`src/hw/rtl/dmp_pkg.sv`:
```
package dmp_pkg;

    localparam int IntegralWidth = 48;
    localparam int GainFracBits  = 16;
    localparam int DegFracBits   = 8;
    localparam int ScaleShift    = 16 - DegFracBits;
    localparam int SumFrac       = GainFracBits + DegFracBits;
    localparam int SumWidth      = 96;
    localparam int PwmFull       = 255;
    localparam int MulSteps      = (IntegralWidth + 15) / 16;
    localparam int MulWidth      = 16 * MulSteps;

    localparam logic [1:0] RegScale = 2'd0;
    localparam logic [1:0] RegGainP = 2'd1;
    localparam logic [1:0] RegGainI = 2'd2;
    localparam logic [1:0] RegGainD = 2'd3;

    typedef enum logic [3:0] {
        S_IDLE,
        S_POS,
        S_ERR,
        S_INC,
        S_INT,
        S_PTERM,
        S_ITERM,
        S_DPROD,
        S_DLOAD,
        S_DIV,
        S_DFIX,
        S_SUM,
        S_OUT
    } t_state;

    typedef struct packed {
        logic [31:0] commanded_position;
        logic [31:0] encoder_count;
        logic [15:0] elapsed_ms;
    } t_in_item;

    typedef struct packed {
        logic [7:0] duty;
        logic       direction;
        logic       saturated;
    } t_out_item;

    typedef struct packed {
        logic start;
        logic busy;
    } t_div_ctl;

endpackage

```
`src/hw/rtl/dmp_div.sv`:
```
module dmp_div (
    input  logic        i_clk,
    input  logic        i_rst_n,
    input  logic        i_start,
    input  logic [64:0] i_num,
    input  logic [15:0] i_den,
    output logic        o_busy,
    output logic [64:0] o_quo
);
    import dmp_pkg::*;

    logic [64:0] r_q, n_q;
    logic [16:0] r_rem, n_rem;
    logic [6:0]  r_cnt, n_cnt;
    logic        r_busy, n_busy;
    logic [16:0] trial;

    always_comb begin
        n_q    = r_q;
        n_rem  = r_rem;
        n_cnt  = r_cnt;
        n_busy = r_busy;
        trial  = '0;
        if (i_start) begin
            n_q    = i_num;
            n_rem  = '0;
            n_cnt  = 7'd65;
            n_busy = 1'b1;
        end else if (r_busy) begin
            trial = {r_rem[15:0], r_q[64]};
            if (trial >= {1'b0, i_den}) begin
                n_rem = trial - {1'b0, i_den};
                n_q   = {r_q[63:0], 1'b1};
            end else begin
                n_rem = trial;
                n_q   = {r_q[63:0], 1'b0};
            end
            n_cnt = r_cnt - 7'd1;
            if (r_cnt == 7'd1) n_busy = 1'b0;
        end
    end

    always_ff @(posedge i_clk) begin
        if (!i_rst_n) begin
            r_busy <= 1'b0;
            r_cnt  <= '0;
        end else begin
            r_busy <= n_busy;
            r_cnt  <= n_cnt;
        end
        r_q   <= n_q;
        r_rem <= n_rem;
    end

    assign o_busy = r_busy;
    assign o_quo  = r_q;
endmodule

```
`config.mk`:
```
export PLATFORM = sky130hd
export DESIGN_NAME = dmp_div
export DESIGN_NICKNAME = d
export VERILOG_FILES = /design/src/hw/rtl/dmp_pkg.sv /design/src/hw/rtl/dmp_div.sv
export SDC_FILE = /design/constraint.sdc
export NUM_CORES = 1
export LEC_CHECK = 0
export BUFFER_PORTS_ARGS = -buffer_cell sky130_fd_sc_hd__buf_2
export CAP_MARGIN = 20
export CORE_AREA = 2 2 115 89
export DETAILED_ROUTE_END_ITERATION = 6
export DIE_AREA = 0 0 117 91
export PLACE_DENSITY_LB_ADDON = 0.25
export SETUP_SLACK_MARGIN = 0.02
export SLEW_MARGIN = 20
export SYNTH_ARGS = -nofsm -noshare
export SYNTH_HDL_FRONTEND = slang
export SYNTH_SLANG_ARGS = --single-unit
```
`constraint.sdc`:
```
create_clock -name i_clk -period 4.1 [get_ports i_clk]
set_input_delay 0.205 -clock i_clk [delete_from_list [all_inputs] [get_ports i_clk]]
set_output_delay 0.205 -clock i_clk [all_outputs]
set_load 0.02 [all_outputs]
```
==> results.md <==
* Initial antenna violation count at 0
* Crit path kind: flop to flop
* Max Buffers Root-to-Sink at 2
* Delay-heaviest family, CP: simple AND/OR/NAND/NOR gates
* CTS tree: yes
* Crit Reg-Reg Endpoint: r_rem[1]$_SDFFE_PP0P_
* Layout cell share with drive strength beyond 1 at 0.4481
* Congestion Overflow GR at 0
* Peak supply drop at between 0.2 and 0.25 mV
* Distinct cells, synth at between 50 and 60
* Rows at 31
* Clock Sink Count at 89
* Synth-to-Final Area Change at 25.50%
* Buffers on Ports at 149
* Pleak at 2.489 nW
* Avg Cell Area, Syn at 12.10 sq um
* Post-synth EDFFs at 65
* Routed Antenna Nets at 0
* Worst skew pair latency at 0.33 ns
* Worst reg2reg path startpoint: r_rem[5]$_SDFFE_PP0P_
* First-pass GRT wire length at 16.59 mm
* Critical path data arrival time at between 2 and 3 ns
* Vias in the first global route at approximately 3300
* Routed len/inst at around 16 um
* Starting Density at 0.4916
* Internal power at 1.817 mW
* Hold endpoint: r_cnt[6]$_SDFFE_PN0P_
* IO Count at 150
* Fin crit share at 0.6507
* Sw Share at 0.2705
* TritonRoute pass-1 iters at 4
* CTS Root Cell: clkbuf_16
* Final Util at 0.6170
* Mapped Cells at 386
* H-Tree Level Count at 3
* CTS buffer count at 9
* Die Area at ~11000 sq um
* Status: finished, final reports clean
* #FFs+latches synth at between 80 and 90
* Min-Delay Startpoint: i_rst_n
* Min cycle time layout at ~2.7 ns
* Commonest non-fill, non-tap cell in the layout: buf_2
* Syn nets at 489
* Max-Cap Viols at 0
* Worst Hold Class: input port to flop
* Hold Fails Final Rpt at 0
* Chip height at 91 um
* Crit-path cells: ha_1, nand4_1, o41ai_2, a2111oi_4, nor2_4, mux2_2, o21ai_1
* DRC viols at 0
* Core area at 9503 sq um
* Flop pwr share at 0.449
* Crit path max fanout at 19
* Actual slew at the worst max-slew pin at 1.000 ns
* Asr flop ratio synth at 0
* Setup violators final at 0
* Slew HR at 0.3323
* Die span in x at 117 um
* Hold path cells at 2
* Setup TNS Final at 0 ns
* Fin. max-slew vios at 0
* Crit path largest cell delay at 0.52 ns
* Via Count at between 3000 and 4000
* HPWL Detailed at 7.691 mm
* Layout Nets at 638
* Number of diodes at 0
* Post-synth top area share at 0.4178
* Synthesis Warnings at 0
* Commonest non-fill, non-tap cells in the layout: buf_2, mux2_2, edfxtp_1, nor2_1, nand2_1
* Sequential element share of the synthesized area at 0.5206
* NetSw at 673.6 uW
* Clock transition at path regs at 0.06 ns
* Leading post-synthesis cells by cell area: edfxtp_1, mux2_2, dfxtp_1
* Combinational share of power at 0.200
* FF-to-FF path depth at 7
* Highest clock rate at 374.8 MHz
* Crit path buf inv count at 0
* Drt initial violations at 155
* Largest net degree at the start of global routing at 80
* Critical path launch point type: flop
* Post-Syn Area at 4672 sq um
* Cell accounting for the most synthesized area: edfxtp_1
* Nature of the critical path endpoint: flop
* Gr usage total at 0.2021
* R2r setup slk at 1.43 ns
* Vias/cell at 5.186
* Resize count post-CTS at 0
* Worst path required time at ~4.4 ns
* Hold_buf cts at 0
* Postcts setup bufs at 0
* Cell count along the critical path at 7
* Final wirelength at 10.61 mm
* Share of power burned in the clock network at 0.351
* Clock Skew at 0.006286 ns
* Slowest stage cell, crit path: nor2_4
* Pwr dens at 424.8 nW/um^2
* Placer congestion estimate at 0.8907
* Synth Flop Type: edfxtp_1
* RSZ-0062 raised after global routing: no
[worst reg2reg max path, cell delays in order (launching register included)]
cell and delay [ns]:
dfxtp_1 0.33, ha_1 0.39, nand4_1 0.23, o41ai_2 0.48, a2111oi_4 0.12, nor2_4 0.52, mux2_2 0.40, o21ai_1 0.13
[routing by layer]
metal  routed length (um)  global-route usage  vias to the layer above  part of all wire
met2                 5014              0.3285                      116              0.47
met5                    0                   0                        -                 0
met3                  745             0.05674                        8             0.070
met4                  104             0.05196                        0            0.0098
met1                 4749              0.2666                     1642              0.45
li1                     -                   -                     1719                 -
[power by group through the flow]
stage          Sequential (mW)  Clock (mW)  Combinational [mW]
2_1_floorplan             1.22           0               0.246
3_3_place_gp              1.13           0               0.486
3_5_place_dp              1.14           0               0.497
4_1_cts                   1.12       0.898               0.500
5_1_grt                   1.13       0.926               0.542
6_report                  1.12       0.873               0.498
[worst max path at each step]
stage	start	endpoint	slack, ns
final	r_rem[5]$_SDFFE_PP0P_	r_rem[1]$_SDFFE_PP0P_	1.43
after global routing	r_rem[7]$_SDFFE_PP0P_	r_rem[6]$_SDFFE_PP0P_	1.22
after CTS	r_rem[5]$_SDFFE_PP0P_	r_rem[1]$_SDFFE_PP0P_	1.43
after detailed placement	r_rem[5]$_SDFFE_PP0P_	r_rem[1]$_SDFFE_PP0P_	1.43
after global placement	i_den[8]	r_rem[1]$_SDFFE_PP0P_	1.51
after floorplan	o_busy$_SDFF_PN0_	o_quo[0]$_DFFE_PP_	1.73
[cells in the mapped netlist, types with 2 or more instances]
cell type and number:
o21ai_0 17, nand2b_1 4, nor2_1 29, nand2_1 25, clkbuf_1 7, nand3_1 7
mux2_2 65, xnor2_1 11, nor2b_1 4, o21a_1 4, a21boi_0 2, o31ai_1 2
edfxtp_1 65, a21oi_1 13, inv_1 24, nor3_1 2, ha_1 18, mux2i_1 9
dfxtp_1 24, nand4_1 2, xor2_1 6, a211oi_1 8, a21o_1 5, o211ai_1 2
buf_1 5
[flip-flops by register name, summed over array words and instances (netlist names)]
register  cells
o_quo        65
r_rem        16
r_cnt         7
o_busy        1
[logic make-up after synthesis]
logic type,count (synthesis),share of synthesized area
flops,89,0.5206
simple gates,80,0.07793
mux,74,0.1760
compound gates,69,0.1087
buf+inv,38,0.03241
fa+ha+maj,19,0.05249
xor+xnor,17,0.03187
[cell type report]
| type | count | area (sq um) |
|---|---|---|
| fill | 784 | 3640 |
| clock inverter | 7 | 91.34 |
| timing repair buffer | 152 | 770.7 |
| tap | 132 | 165.2 |
| sequential | 89 | 2432 |
| inverter | 24 | 90.09 |
| clock buffer | 9 | 225.2 |
| multi-input combinational | 259 | 2088 |
[through the flow]
step / hold slack, ns / setup WS, ns / power [mW] / area, sq um / std cells
after floorplan: 0.3225 / 1.730 / 1.468 / 4672 / 386
after global placement: 0.4590 / 1.506 / 1.620 / 5547 / 656
after detailed placement: 0.4874 / 1.428 / 1.635 / 5547 / 656
after CTS: 0.1335 / 1.425 / 2.518 / 5863 / 672
after global routing: 0.1395 / 1.216 / 2.600 / 5863 / 672
final: 0.1378 / 1.432 / 2.491 / 5863 / 672
Power figures use the tool's default switching activity.
